## config.mk

```make
export PLATFORM = sky130hd
export DESIGN_NAME = ntc_front
export DESIGN_NICKNAME = d
export VERILOG_FILES = /design/src/rtl/ntc_pkg.sv /design/src/rtl/ntc_front.sv
export SDC_FILE = /design/constraint.sdc
export NUM_CORES = 1
export LEC_CHECK = 0
export BUFFER_PORTS_ARGS = -buffer_cell sky130_fd_sc_hd__buf_2
export CAP_MARGIN = 30
export CORE_MARGIN = 2
export CORE_UTILIZATION = 41
export CTS_BUF_LIST = sky130_fd_sc_hd__clkbuf_4 sky130_fd_sc_hd__clkbuf_8 sky130_fd_sc_hd__clkbuf_16
export CTS_CLUSTER_DIAMETER = 50
export CTS_CLUSTER_SIZE = 30
export DETAILED_ROUTE_END_ITERATION = 8
export SYNTH_ARGS = -nofsm -noshare
export SYNTH_HDL_FRONTEND = slang
export SYNTH_SLANG_ARGS = --single-unit
```

## constraint.sdc

```tcl
create_clock -name i_clk -period 2.8 [get_ports i_clk]
set_input_delay 0.14 -clock i_clk [delete_from_list [all_inputs] [get_ports i_clk]]
set_output_delay 0.14 -clock i_clk [all_outputs]
set_load 0.005 [all_outputs]
```

## src/rtl/ntc_pkg.sv

```systemverilog
// Package with shared constants, codes and types of the NTC thermistor block.
`timescale 1ns / 1ps
package ntc_pkg;

    // Defaults of the top-level parameters.
    localparam int AVG_COUNT_DEF = 10;
    localparam int ADC_BITS_DEF  = 12;

    // Port widths fixed by the item fields.
    localparam int SAMPLE_W   = 12;
    localparam int SUM_W      = 16;
    localparam int TEMP_W     = 18;
    localparam int CFG_IDX_W  = 3;
    localparam int CFG_DATA_W = 20;

    // Output limits in hundredths of a degree Celsius.
    localparam logic signed [TEMP_W-1:0] TEMP_MIN = -18'sd27315;
    localparam logic signed [TEMP_W-1:0] TEMP_MAX = 18'sd100000;

    // ln 2 in Q0.30.
    localparam logic [29:0] LN2_Q30 = 30'd744261118;

    // Register indexes on the configuration port.
    typedef enum logic [CFG_IDX_W-1:0] {
        REG_SERIES_OHMS    = 3'd0,
        REG_BETA           = 3'd1,
        REG_REF_TEMP_C     = 3'd2,
        REG_REF_OHMS       = 3'd3,
        REG_ADC_FULL_SCALE = 3'd4
    } t_reg_idx;

    // Reset values of the registers.
    localparam logic [19:0]       SERIES_RST = 20'd10000;
    localparam logic [16:0]       BETA_RST   = 17'd3950;
    localparam logic signed [8:0] REFT_RST   = 9'sd25;
    localparam logic [19:0]       REFO_RST   = 20'd10000;
    localparam logic [11:0]       FS_RST     = 12'd1023;

    // Handshake between the batch queue and the conversion engine.
    typedef struct packed {
        logic             valid;
        logic [SUM_W-1:0] sum;
    } t_batch;

    typedef struct packed {
        logic pop;
    } t_batch_ack;

endpackage

```

## src/rtl/ntc_front.sv

```systemverilog
// Sample accumulator: sums samples and hands each finished batch sum to the queue.
`timescale 1ns / 1ps
module ntc_front #(
    parameter int AVG_COUNT = ntc_pkg::AVG_COUNT_DEF,
    parameter int ADC_BITS  = ntc_pkg::ADC_BITS_DEF
) (
    input  logic                         i_clk,
    input  logic                         i_rst_n,
    input  logic                         i_valid,
    output logic                         o_ready,
    input  logic [ntc_pkg::SAMPLE_W-1:0] i_sample,
    input  logic                         i_full,
    output logic                         o_push,
    output logic [ntc_pkg::SUM_W-1:0]    o_sum
);
    localparam logic [ntc_pkg::SAMPLE_W-1:0] MASK =
        (ADC_BITS >= ntc_pkg::SAMPLE_W) ? '1 : ntc_pkg::SAMPLE_W'((1 << ADC_BITS) - 1);
    localparam logic [3:0] LAST = 4'(AVG_COUNT - 1);

    logic [ntc_pkg::SUM_W-1:0] r_sum, n_sum;
    logic [3:0]                r_idx;
    logic                      w_acc;

    assign o_ready = !i_full;
    assign w_acc   = i_valid && o_ready;
    assign n_sum   = r_sum + ntc_pkg::SUM_W'(i_sample & MASK);
    assign o_push  = w_acc && (r_idx == LAST);
    assign o_sum   = n_sum;

    // Running sum and sample count of the current batch.
    always_ff @(posedge i_clk) begin
        if (!i_rst_n) begin
            r_sum <= '0;
            r_idx <= '0;
        end else if (w_acc) begin
            if (r_idx == LAST) begin
                r_sum <= '0;
                r_idx <= '0;
            end else begin
                r_sum <= n_sum;
                r_idx <= r_idx + 4'd1;
            end
        end
    end
endmodule

```

==> results.toml <==
[run_status]
status = "completed"

[finish]
instances_no_fill = 241
final_nets = 225
fillers = 335
drive_gt1_frac = 0.231
area_growth_pct = 19.5
n_antenna_cell = 0

[power]
combPwrFrac = 0.298
pwr_density_cell_mw_per_mm2 = 473
p_int_w = 0.000554
seqPwrFrac = 0.388
p_sw_w = 0.000242
irDropWorstVdd_uv = 197
leakage_nw = 0.737
clkPwrFrac = 0.314
switching_share = 0.304

[timing]
fin_worst_skew_ps = 16.6
worst_pin_slew_ps = 593
timing.fmax_mhz = 380
fin_crit_sh = 0.940
fin_hold_ws_ps = 199
finalSetupViolations = 0
fin_setup_tns_ps = 0
slew_violations = 0
rsz0062_at_grt = "no"
slew_headroom = 0.604
hold_viol_final = 0
period_needed_ps = 2630

[placement]
hpwl_mm = 2.48
gp_congestion = 0.845
dp_cells = 237
port_buffers = 33

[setup_path]
crit_type = "reg -> out"
r2r_slack_ps = 580
rr_worst_depth = 7
crit_slowest_cell = "fa_1"
timing.critical_path.fanout_max = 4
slowest_delay_ps = 420
arrival_ps = 2490
cp-start-kind = "flip-flop"
critPathCaptureType = "output pin"
path_cells = "ha_1 > fa_1 > a21o_1 > a221oi_4 > o211ai_1 > nand4_1 > xnor2_1 > buf_2"
critical_path_required_ps = 2660

[floorplan]
core_region_area_mm2 = 0.00331
io-pin-count = 34
die_area_mm2 = 0.00392
fp.dieW_um = 62.6
initial_core_util = 0.426
rows = 21
die_h_um = 62.6

[synthesis]
ys.flop_type = "dfxtp_1"
syn-num-nets = 191
ys_seq_area_frac = 0.284
synth_top_area_cell = "dfxtp_1"
synth-seq-cells = 20
syn_area_mm2 = 0.00141
synth_top_area_share = 0.284
synthCells = 162
yosysMostFrequentCell = "dfxtp_1"
synth_edf_count = 0
ys_top_cells_by_count = "dfxtp_1, nand2_1, ha_1"
async_flop_share = 0
avgSynthCellArea_um2 = 8.70
synthTopCellsByArea = "dfxtp_1, ha_1, xnor2_1"
yosysUniqueCellTypes = 40
ys_warn_count = 0

[clock_network]
root_buffer = "clkbuf_4"
cts_made_buffers = 3
cts_tree = "done"
path_clk_slew_ps = 140
clock_path_buffers = 2
clk_latency_ps = 320
numClockSinks = 20
cts_resized = 0
holdBufCountCts = 0
htreeDepth = 1
cts_setup_buffers = 0

[min_path]
hold_depth = 2
hp-class = "in -> reg"

[global_route]
gr-total-overflow = 0
grt_pass1_wl_mm = 5.62
first_global_vias = 1271
antenna_found_initial = 0
grt_max_degree = 19
grt_use_total = 0.173

[route]
via_count = 1304
dr.pass1.iters = 4
wire_per_inst_um = 13.5
ant_nets = 0
initialDrtViolationCount = 37
drc_errors = 0
routed_wl_mm = 3.26
via_per_inst = 5.41

[job]
drv_cap = 0
==> metal layers <==
metal  wire (um)  global-route usage
met4          23              0.0583
met2        1520               0.282
met3         131              0.0252
met5           0                   0
met1        1590               0.233
==> final cells by class <==
type | instances | area, um2 | share of cell area
Clock buffer | 3 | 22.5 | 0.0134
Multi-Input combinational cell | 134 | 991 | 0.588
Clock inverter | 1 | 30.0 | 0.0178
Timing Repair Buffer | 34 | 173 | 0.102
Tap cell | 46 | 57.6 | 0.0341
Sequential cell | 20 | 400 | 0.238
Inverter | 3 | 11.3 | 0.00668
==> registers in the layout, indices dropped and copies added, names as in the netlist <==
name   flops
r_sum     16
r_idx      4
==> final timing paths <==
kind                            startpoint   endpoint
worst max-delay path              r_sum[0]  o_sum[14]
worst min-delay path               i_rst_n   r_sum[0]
worst max register to register    r_sum[4]  r_sum[11]
worst min register to register    r_sum[2]   r_sum[2]
==> power groups by stage <==
stage	sequential (W)	combinational [W]	clock (W)
6_report	0.000309	0.000237	0.000250
3_5_place_dp	0.000315	0.000233	0
4_1_cts	0.000309	0.000234	0.000255
3_3_place_gp	0.000314	0.000231	0
2_1_floorplan	0.000313	0.000161	0
5_1_grt	0.000311	0.000266	0.000268
==> metrics by stage <==
| stage | setup WS [ps] | instance area, um2 | util | power [W] |
|---|---|---|---|---|
| 3_3_place_gp | 540 | 1620 | 0.490 | 0.000545 |
| 2_1_floorplan | 676 | 1410 | - | 0.000474 |
| 4_1_cts | 97.7 | 1670 | 0.506 | 0.000798 |
| 6_report | 168 | 1690 | 0.509 | 0.000797 |
| 3_5_place_dp | 479 | 1620 | 0.490 | 0.000548 |
| 5_1_grt | 10.6 | 1690 | 0.509 | 0.000845 |
==> cell usage in the layout (no fill, tap or decap), types with 4 or more instances in the layout <==
cell type,n
a21boi_0,4
a21oi_1,8
a22o_1,6
a22oi_1,4
buf_2,33
dfxtp_1,20
ha_1,12
nand2_1,16
nand3_1,8
nor2_1,6
nor2b_1,9
o211ai_1,5
o21ai_0,8
xnor2_1,8
xor2_1,7
==> worst max-delay path: cells and delay by family, from the launching register on <==
kind | cells | cell delay (ps)
fa+ha+maj | 2 | 650
simple gates | 1 | 200
xor+xnor | 1 | 130
flops | 1 | 340
buf+inv | 1 | 130
compound gates | 3 | 730
==> cell families after synthesis <==
family | Yosys count | share of synthesized area
fa+ha+maj | 13 | 0.121
simple gates | 55 | 0.205
xor+xnor | 15 | 0.0932
compound gates | 51 | 0.276
flops | 20 | 0.284
buf+inv | 8 | 0.0213
(Power assumes the default switching activity.)
