$ cat src/rtl/ntc_pkg.sv
// Package with shared constants, codes and types of the NTC thermistor block.
`timescale 1ns / 1ps
package ntc_pkg;

    // Defaults of the top-level parameters.
    localparam int AVG_COUNT_DEF = 10;
    localparam int ADC_BITS_DEF  = 12;

    // Port widths fixed by the item fields.
    localparam int SAMPLE_W   = 12;
    localparam int SUM_W      = 16;
    localparam int TEMP_W     = 18;
    localparam int CFG_IDX_W  = 3;
    localparam int CFG_DATA_W = 20;

    // Output limits in hundredths of a degree Celsius.
    localparam logic signed [TEMP_W-1:0] TEMP_MIN = -18'sd27315;
    localparam logic signed [TEMP_W-1:0] TEMP_MAX = 18'sd100000;

    // ln 2 in Q0.30.
    localparam logic [29:0] LN2_Q30 = 30'd744261118;

    // Register indexes on the configuration port.
    typedef enum logic [CFG_IDX_W-1:0] {
        REG_SERIES_OHMS    = 3'd0,
        REG_BETA           = 3'd1,
        REG_REF_TEMP_C     = 3'd2,
        REG_REF_OHMS       = 3'd3,
        REG_ADC_FULL_SCALE = 3'd4
    } t_reg_idx;

    // Reset values of the registers.
    localparam logic [19:0]       SERIES_RST = 20'd10000;
    localparam logic [16:0]       BETA_RST   = 17'd3950;
    localparam logic signed [8:0] REFT_RST   = 9'sd25;
    localparam logic [19:0]       REFO_RST   = 20'd10000;
    localparam logic [11:0]       FS_RST     = 12'd1023;

    // Handshake between the batch queue and the conversion engine.
    typedef struct packed {
        logic             valid;
        logic [SUM_W-1:0] sum;
    } t_batch;

    typedef struct packed {
        logic pop;
    } t_batch_ack;

endpackage

$ cat src/rtl/ntc_queue.sv
// Two-entry queue of batch sums between the accumulator and the conversion engine.
`timescale 1ns / 1ps
module ntc_queue (
    input  logic                      i_clk,
    input  logic                      i_rst_n,
    input  logic                      i_push,
    input  logic [ntc_pkg::SUM_W-1:0] i_sum,
    output logic                      o_full,
    output ntc_pkg::t_batch           o_batch,
    input  ntc_pkg::t_batch_ack       i_ack
);
    logic [ntc_pkg::SUM_W-1:0] r_mem [2];
    logic                      r_wp, r_rp;
    logic [1:0]                r_cnt;
    logic                      w_pop;

    assign o_full        = (r_cnt == 2'd2);
    assign o_batch.valid = (r_cnt != 2'd0);
    assign o_batch.sum   = r_mem[r_rp];
    assign w_pop         = i_ack.pop && o_batch.valid;

    // Storage for the queued sums.
    always_ff @(posedge i_clk) begin
        if (i_push) begin
            r_mem[r_wp] <= i_sum;
        end
    end

    // Pointers and fill count.
    always_ff @(posedge i_clk) begin
        if (!i_rst_n) begin
            r_wp  <= 1'b0;
            r_rp  <= 1'b0;
            r_cnt <= 2'd0;
        end else begin
            if (i_push) begin
                r_wp <= !r_wp;
            end
            if (w_pop) begin
                r_rp <= !r_rp;
            end
            r_cnt <= r_cnt + 2'(i_push) - 2'(w_pop);
        end
    end
endmodule

$ cat config.mk
export PLATFORM = sky130hd
export DESIGN_NAME = ntc_queue
export DESIGN_NICKNAME = d
export VERILOG_FILES = /design/src/rtl/ntc_pkg.sv /design/src/rtl/ntc_queue.sv
export SDC_FILE = /design/constraint.sdc
export NUM_CORES = 1
export LEC_CHECK = 0
export BUFFER_PORTS_ARGS = -buffer_cell sky130_fd_sc_hd__buf_4
export CORE_ASPECT_RATIO = 0.8
export CORE_MARGIN = 2
export CORE_UTILIZATION = 55
export CTS_CLUSTER_SIZE = 20
export DETAILED_ROUTE_END_ITERATION = 8
export PLACE_DENSITY_LB_ADDON = 0.3
export SYNTH_ARGS = -nofsm -noshare
export SYNTH_HDL_FRONTEND = slang
export SYNTH_SLANG_ARGS = --single-unit
$ cat constraint.sdc
create_clock -name i_clk -period 3.7 [get_ports i_clk]
set_clock_uncertainty 0.1 [all_clocks]
set_input_delay 0.37 -clock i_clk [delete_from_list [all_inputs] [get_ports i_clk]]
set_output_delay 0.37 -clock i_clk [all_outputs]
set_load 0.005 [all_outputs]
==> qor.csv, run 1 <==
metric,value,unit
run status,"finished, final reports clean",
Final Hold Vio Count,0,
CP arrival,1.80,ns
hold slack,0.1208,ns
largest area contributor in the netlist,edfxtp_1,
final core utilization,0.7248,
Power Density,545.8,nW/um^2
post-DR vias/cell,4.783,
CTS hold repair buffers,0,
ant diodes,0,
Initial Util,0.5837,
share of the synthesized area in the top cell type,0.6632,
post-CTS setup buffers,0,
routed wl met2,1.098,mm
Clk network pwr share,0.195,
hold wc startpoint,i_sum[14],
placed insts,144,
1st-iter DRT viols,7,
Most used DFF post-synth,edfxtp_1,
Least-Margin Pin Slew,0.8758,ns
syn_nets,95,
Routability Congestion,0.6646,
Critical Path Sink Type,output pin,
post-cts sizing count,0,
Fmax,441.4,MHz
CP Max Fanout,16,
post-route cell area,1799,um^2
met1 wire length,831,um
DR vias,727,
ys async rst share,0,
Slew headroom,0.4135,
PortBufs,37,
Reg2Reg Capture Point,r_cnt[1],
Top Layer Used,met4,
Area contributors post-synth,"edfxtp_1, mux2_4, dfxtp_1, mux2_2, ha_1",
vias in the first global route,755,
die area,3063,um^2
FF-to-FF Start,r_cnt[1],
clk slew on worst S/H paths,0.10,ns
Post-synth EDFFs,32,
pin count of the biggest net entering global routing,18,
max-slew violations,0,
register area share after synthesis,0.7323,
Pint,0.7438,mW
core region area,2482,um^2
Yosys cell types,16,
Overflow after GRT,0,
Startpoint Class,flop,
H-tree Lvls,2,
R2R cell count,6,
Peak supply drop,0.0003507,V
Post-Syn Area per Cell,19.85,um^2
Post-Syn Instances,73,
#FFs+latches synth,37,
WL/cell,14.07,um
slack of the worst reg-to-reg path,2.12,ns
cell area after synthesis,1449,um^2
Die W,61.39,um
CTS Buf Count,5,
RSZ-0062 raised after global routing,no,
Flop pwr share,0.541,
synth warn,0,
setup_tns,0,ns
row count,16,
Comb power frac,0.264,
Lkg Pwr,0.7196,nW
CTS root buf,clkbuf_4,
DR pass1 iterations,2,
initial antenna violation count,0,
Tightest Hold Check Type,input pin to flop,
drt drc,0,
Final nets,137,
hold path cells,1,
final WL,2.139,mm
"most common cell after layout, fill and taps aside",buf_4,
GRT Resource Usage Total,0.1598,
CTS tree,yes,
Critical Path RT,3.23,ns
met3 wire length,195,um
number of fill cells,177,
first-pass GRT wire length,3.312,mm
Max-Cap Viols,0,
I/O pins,38,
Finish-stage setup viols,0,
post-route ant nets,0,
Worst-Skew Late Latency,0.32,ns
"Cell Area, Placed",1748,um^2
net load switching power,0.2382,mW
Hold EP,r_mem[0][14],
Tcrit/Tclk final,0.6123,
CP Class,flop to output pin,
CTS Buffer Depth,2,
min Tclk post-route,2.266,ns
clock sinks,37,
Area growth syn-to-layout,24.18,%
switching share of power,0.2425,
die height,49.91,um
most frequent cells in the layout,"buf_4, edfxtp_1, mux2_4",
share of post-route cells with drive strength above 1,0.5345,
Non-Filler Instances,152,
[metrics by stage]
step | worst slack (ns) | total power, mW
after floorplan | 2.043 | 0.7012
after global placement | 1.802 | 0.7896
after detailed placement | 1.762 | 0.8053
after CTS | 1.365 | 0.9982
after global routing | 1.319 | 1.042
final | 1.434 | 0.9820
[final cells by class]
cell class                 instances  area, um^2  share of cell area
timing repair buffer              37       277.8              0.1544
clock buffer                       6       41.29             0.02295
tap                               36       45.04             0.02503
clock inverter                     2       10.01            0.005563
inverter                           2       7.507            0.004172
multi-input combinational         32       356.6              0.1982
sequential                        37        1061              0.5897
[critical path, cell delays in order, from the launching register on]
cell and delay [ns]:
dfxtp_1 0.91, mux2_2 0.42, buf_4 0.14
[flip-flops by register name (all words and copies together) (netlist names), named ones only]
| name | count |
|---|---|
| r_mem | 32 |
| r_rp | 1 |
| r_cnt | 2 |
| r_wp | 1 |
[power groups by stage]
stage               Clock [mW]  Sequential, mW  Combinational, mW
floorplan                    0           0.515              0.186
global placement             0           0.540              0.249
detailed placement           0           0.543              0.263
CTS                      0.201           0.534              0.264
global route             0.219           0.538              0.285
finish                   0.191           0.532              0.259
[synthesized netlist by cell type (2+ instances only)]
cell	count
mux2i_1	2
mux2_4	10
o21a_1	2
and2_1	2
ha_1	2
mux2_2	6
dfxtp_1	5
nor2b_1	4
edfxtp_1	32
inv_1	2
[cell families (layout without fill, tap and decap cells)]
| logic type | Yosys count | in the layout | share of synthesized area |
|---|---|---|---|
| mux | 18 | 18 | 0.1641 |
| compound gates | 2 | 2 | 0.01036 |
| buf+inv | 4 | 47 | 0.02331 |
| flops | 37 | 37 | 0.7323 |
| fa+ha+maj | 2 | 2 | 0.01727 |
| simple gates | 9 | 9 | 0.03713 |
| xor+xnor | 1 | 1 | 0.01554 |
[routing by layer]
metal	vias up	global-route usage
met1	339	0.1741
met5	-	0
met3	2	0.07087
li1	358	-
met2	28	0.2624
met4	0	0.07447
[how the worst max path moves through the flow]
stage           start     endpoint  slack, ns
2_1_floorplan  i_push  r_mem[0][0]       2.04
3_3_place_gp     flop   o_batch[0]       1.80
3_5_place_dp     flop   o_batch[3]       1.76
4_1_cts          flop   o_batch[3]       1.36
5_1_grt          flop   o_batch[3]       1.32
6_report         flop   o_batch[3]       1.43
No activity file was read; power rests on OpenSTA's default activity.
==> run 2: changes to the inputs <==
--- a/config.mk
+++ b/config.mk
@@ -5,10 +5,11 @@
 export SDC_FILE = /design/constraint.sdc
 export NUM_CORES = 1
 export LEC_CHECK = 0
+export ABC_AREA = 1
 export BUFFER_PORTS_ARGS = -buffer_cell sky130_fd_sc_hd__buf_4
 export CORE_ASPECT_RATIO = 0.8
 export CORE_MARGIN = 2
-export CORE_UTILIZATION = 55
+export CORE_UTILIZATION = 51
 export CTS_CLUSTER_SIZE = 20
 export DETAILED_ROUTE_END_ITERATION = 8
 export PLACE_DENSITY_LB_ADDON = 0.3
==> constraint.sdc (replaced) <==
create_clock -name i_clk -period 2.15 [get_ports i_clk]
set_clock_uncertainty 0.1 [all_clocks]
set_input_delay 0.215 -clock i_clk [delete_from_list [all_inputs] [get_ports i_clk]]
set_output_delay 0.215 -clock i_clk [all_outputs]
set_load 0.005 [all_outputs]
==> qor.csv, run 2 <==
metric,value,unit,change
Overflow after GRT,0,,unchanged
Least-Margin Pin Slew,0.6041,ns,was 0.8758 ns
mux contribution to synthesized area,0.1504,,was 0.1641
Peak supply drop,0.0006488,V,was 0.0003507 V
drt drc,0,,unchanged
net load switching power,0.4434,mW,was 0.2382 mW
RSZ-0062 raised after global routing,no,,unchanged
largest registers,"r_mem (32), r_cnt (2)",,unchanged
final core utilization,0.7312,,was 0.7248
Reg with most FFs,r_mem,,unchanged
die height,51.66,um,was 49.91 um
clock sinks,37,,unchanged
syn_nets,108,,was 95
max-slew violations,0,,unchanged
Post-synth EDFFs,32,,unchanged
Finish-stage setup viols,0,,unchanged
Area growth syn-to-layout,37.51,%,was 24.18%
die area,3283,um^2,was 3063 um^2
Lkg Pwr,0.8375,nW,was 0.7196 nW
core region area,2723,um^2,was 2482 um^2
Pint,1.269,mW,was 0.7438 mW
Routability Congestion,0.6421,,was 0.6646
cell area after synthesis,1448,um^2,was 1449 um^2
CP Class,flop to output pin,,unchanged
Fmax,599.3,MHz,
Most used DFF post-synth,edfxtp_1,,unchanged
Startpoint Class,flop,,unchanged
"most common cell after layout, fill and taps aside",buf_4,,unchanged
final WL,2.236,mm,was 2.139 mm
CTS Buf Count,5,,unchanged
ant diodes,0,,unchanged
post-DR vias/cell,4.617,,was 4.783
CTS root buf,clkbuf_4,,unchanged
Area contributors post-synth,"edfxtp_1, mux2_4, dfxtp_1, mux2_2, nor2_1",,"was edfxtp_1, mux2_4, dfxtp_1, mux2_2, ha_1"
DR pass1 iterations,4,,was 2
Slew headroom,0.5968,,was 0.4135
Compound-Gate Fraction of Synth Area,0.003457,,was 0.01036
run status,"finished, final reports clean",,unchanged
clk slew on worst S/H paths,0.10,ns,about the same
#FFs+latches synth,37,,unchanged
"count leader, synth",edfxtp_1,,unchanged
Post-Syn Instances,86,,was 73
Tightest Hold Check Type,input pin to flop,,unchanged
Flop pwr share,0.509,,was 0.541
DR vias,868,,was 727
initial antenna violation count,0,,unchanged
row count,17,,was 16
largest area contributor in the netlist,edfxtp_1,,unchanged
Initial Util,0.5317,,was 0.5837
post-route ant nets,0,,unchanged
CTS hold repair buffers,17,,was 0
Synth Area in Adders,0.01729,,was 0.01727
GRT Resource Usage Total,0.1598,,about the same
Clk network pwr share,0.195,,about the same
Critical Path RT,1.84,ns,was 3.23 ns
Worst-Skew Late Latency,0.34,ns,was 0.32 ns
ys async rst share,0,,unchanged
synth warn,0,,unchanged
PortBufs,37,,unchanged
Yosys cell types,12,,was 16
I/O pins,38,,unchanged
post-CTS setup buffers,0,,unchanged
slack of the worst reg-to-reg path,0.61,ns,was 2.12 ns
Final Hold Vio Count,0,,unchanged
share of post-route cells with drive strength above 1,0.4133,,was 0.5345
xor and xnor fraction of the mapped netlist area,0,,was 0.01554
most frequent cells after synthesis,"edfxtp_1, mux2_4, nor2_1",,"was edfxtp_1, mux2_4, mux2_2"
WL/cell,11.89,um,was 14.07 um
CTS tree,yes,,unchanged
min Tclk post-route,1.669,ns,
vias in the first global route,847,,was 755
Critical Path Sink Type,output pin,,unchanged
pin count of the biggest net entering global routing,17,,was 18
setup_tns,0,ns,unchanged
Power Density,860.4,nW/um^2,was 545.8 nW/um^2
CP arrival,1.35,ns,was 1.80 ns
CP Max Fanout,8,,was 16
Synth Area in Simple Gates,0.05359,,was 0.03713
share of the synthesized area in the top cell type,0.6638,,was 0.6632
DP HPWL,1.470,mm,
Post-Syn Area per Cell,16.83,um^2,was 19.85 um^2
H-tree Lvls,2,,unchanged
Tcrit/Tclk final,0.7761,,
register area share after synthesis,0.7329,,was 0.7323
Die W,63.57,um,was 61.39 um
Comb power frac,0.296,,was 0.264
Max-Cap Viols,0,,unchanged
1st-iter DRT viols,20,,was 7
largest family of logic cells by synthesized area,multiplexers,,unchanged
max FFs per register,32,,unchanged
CTS Buffer Depth,2,,unchanged
post-cts sizing count,0,,unchanged
Final nets,171,,was 137
switching share of power,0.2589,,was 0.2425
first-pass GRT wire length,3.643,mm,was 3.312 mm
most frequent cells in the layout,"buf_4, edfxtp_1, dlygate4sd3_1",,"was buf_4, edfxtp_1, mux2_4"
[run 2: cell count changes in the layout (fill, tap and decap cells not counted), moves of 3 or more]
cell,before,now
inv_1,2,8
dlygate4sd3_1,0,17
nor2_1,0,10
nand2_1,1,8
buf_4,37,41
nor2b_1,3,0
[run 2: kinds of logic after synthesis]
group,after synthesis
adder cells (fa/ha/maj),2
AND/OR/NAND/NOR,20
AO/OA/AOI/OAI,1
multiplexers,16
buffers and inverters,10
flip-flops,37
[run 2: per-layer routing]
| metal | GRT usage | up-vias | share of wire |
|---|---|---|---|
| met2 | 0.2737 | 31 | 0.51 |
| li1 | - | 427 | - |
| met3 | 0.04978 | 6 | 0.076 |
| met1 | 0.1642 | 404 | 0.39 |
| met5 | 0 | - | 0 |
| met4 | 0.1304 | 0 | 0.017 |
[run 2: path summary, 6_finish.rpt]
path | start | end | cells after the start
max | flop | o_batch[3] | 3
min | i_push | r_wp | 3
max reg2reg | r_cnt[1] | r_cnt[1] | 10
min reg2reg | r_wp | r_wp | 2
[run 2: per-stage QoR]
| stage | worst slack, ns | hold slack, ns | cells | power [mW] | cell area [um^2] |
|---|---|---|---|---|---|
| after floorplan | 0.6436 | 0.2085 | 86 | 1.189 | 1448 |
| after global placement | 0.7530 | 0.2994 | 163 | 1.351 | 1772 |
| after detailed placement | 0.6368 | 0.3024 | 163 | 1.374 | 1772 |
| after CTS | 0.4610 | 0.01080 | 188 | 1.734 | 1991 |
| after global routing | 0.4012 | 0.02972 | 188 | 1.815 | 1991 |
| final | 0.4814 | 0.01929 | 188 | 1.713 | 1991 |
[run 2: power by group through the flow]
stage	Combinational (mW)	Sequential [mW]	Clock [mW]
3_5_place_dp	0.486	0.889	0
2_1_floorplan	0.307	0.883	0
6_report	0.506	0.872	0.335
5_1_grt	0.560	0.879	0.376
4_1_cts	0.512	0.872	0.350
3_3_place_gp	0.466	0.885	0
[run 2: worst max-delay path: stages, from the launching register on]
cell,delay (ns)
dfxtp_1,0.33
buf_4,0.18
mux2_2,0.37
buf_4,0.14
[run 2: area by class of cell]
cell class | instances | area (um^2)
Inverter | 8 | 30.03
Tap cell | 38 | 47.55
Clock buffer | 7 | 45.04
Sequential cell | 37 | 1061
Clock inverter | 1 | 3.754
Fill cell | 205 | 732.0
Timing Repair Buffer | 58 | 478.0
Multi-Input combinational cell | 39 | 325.3
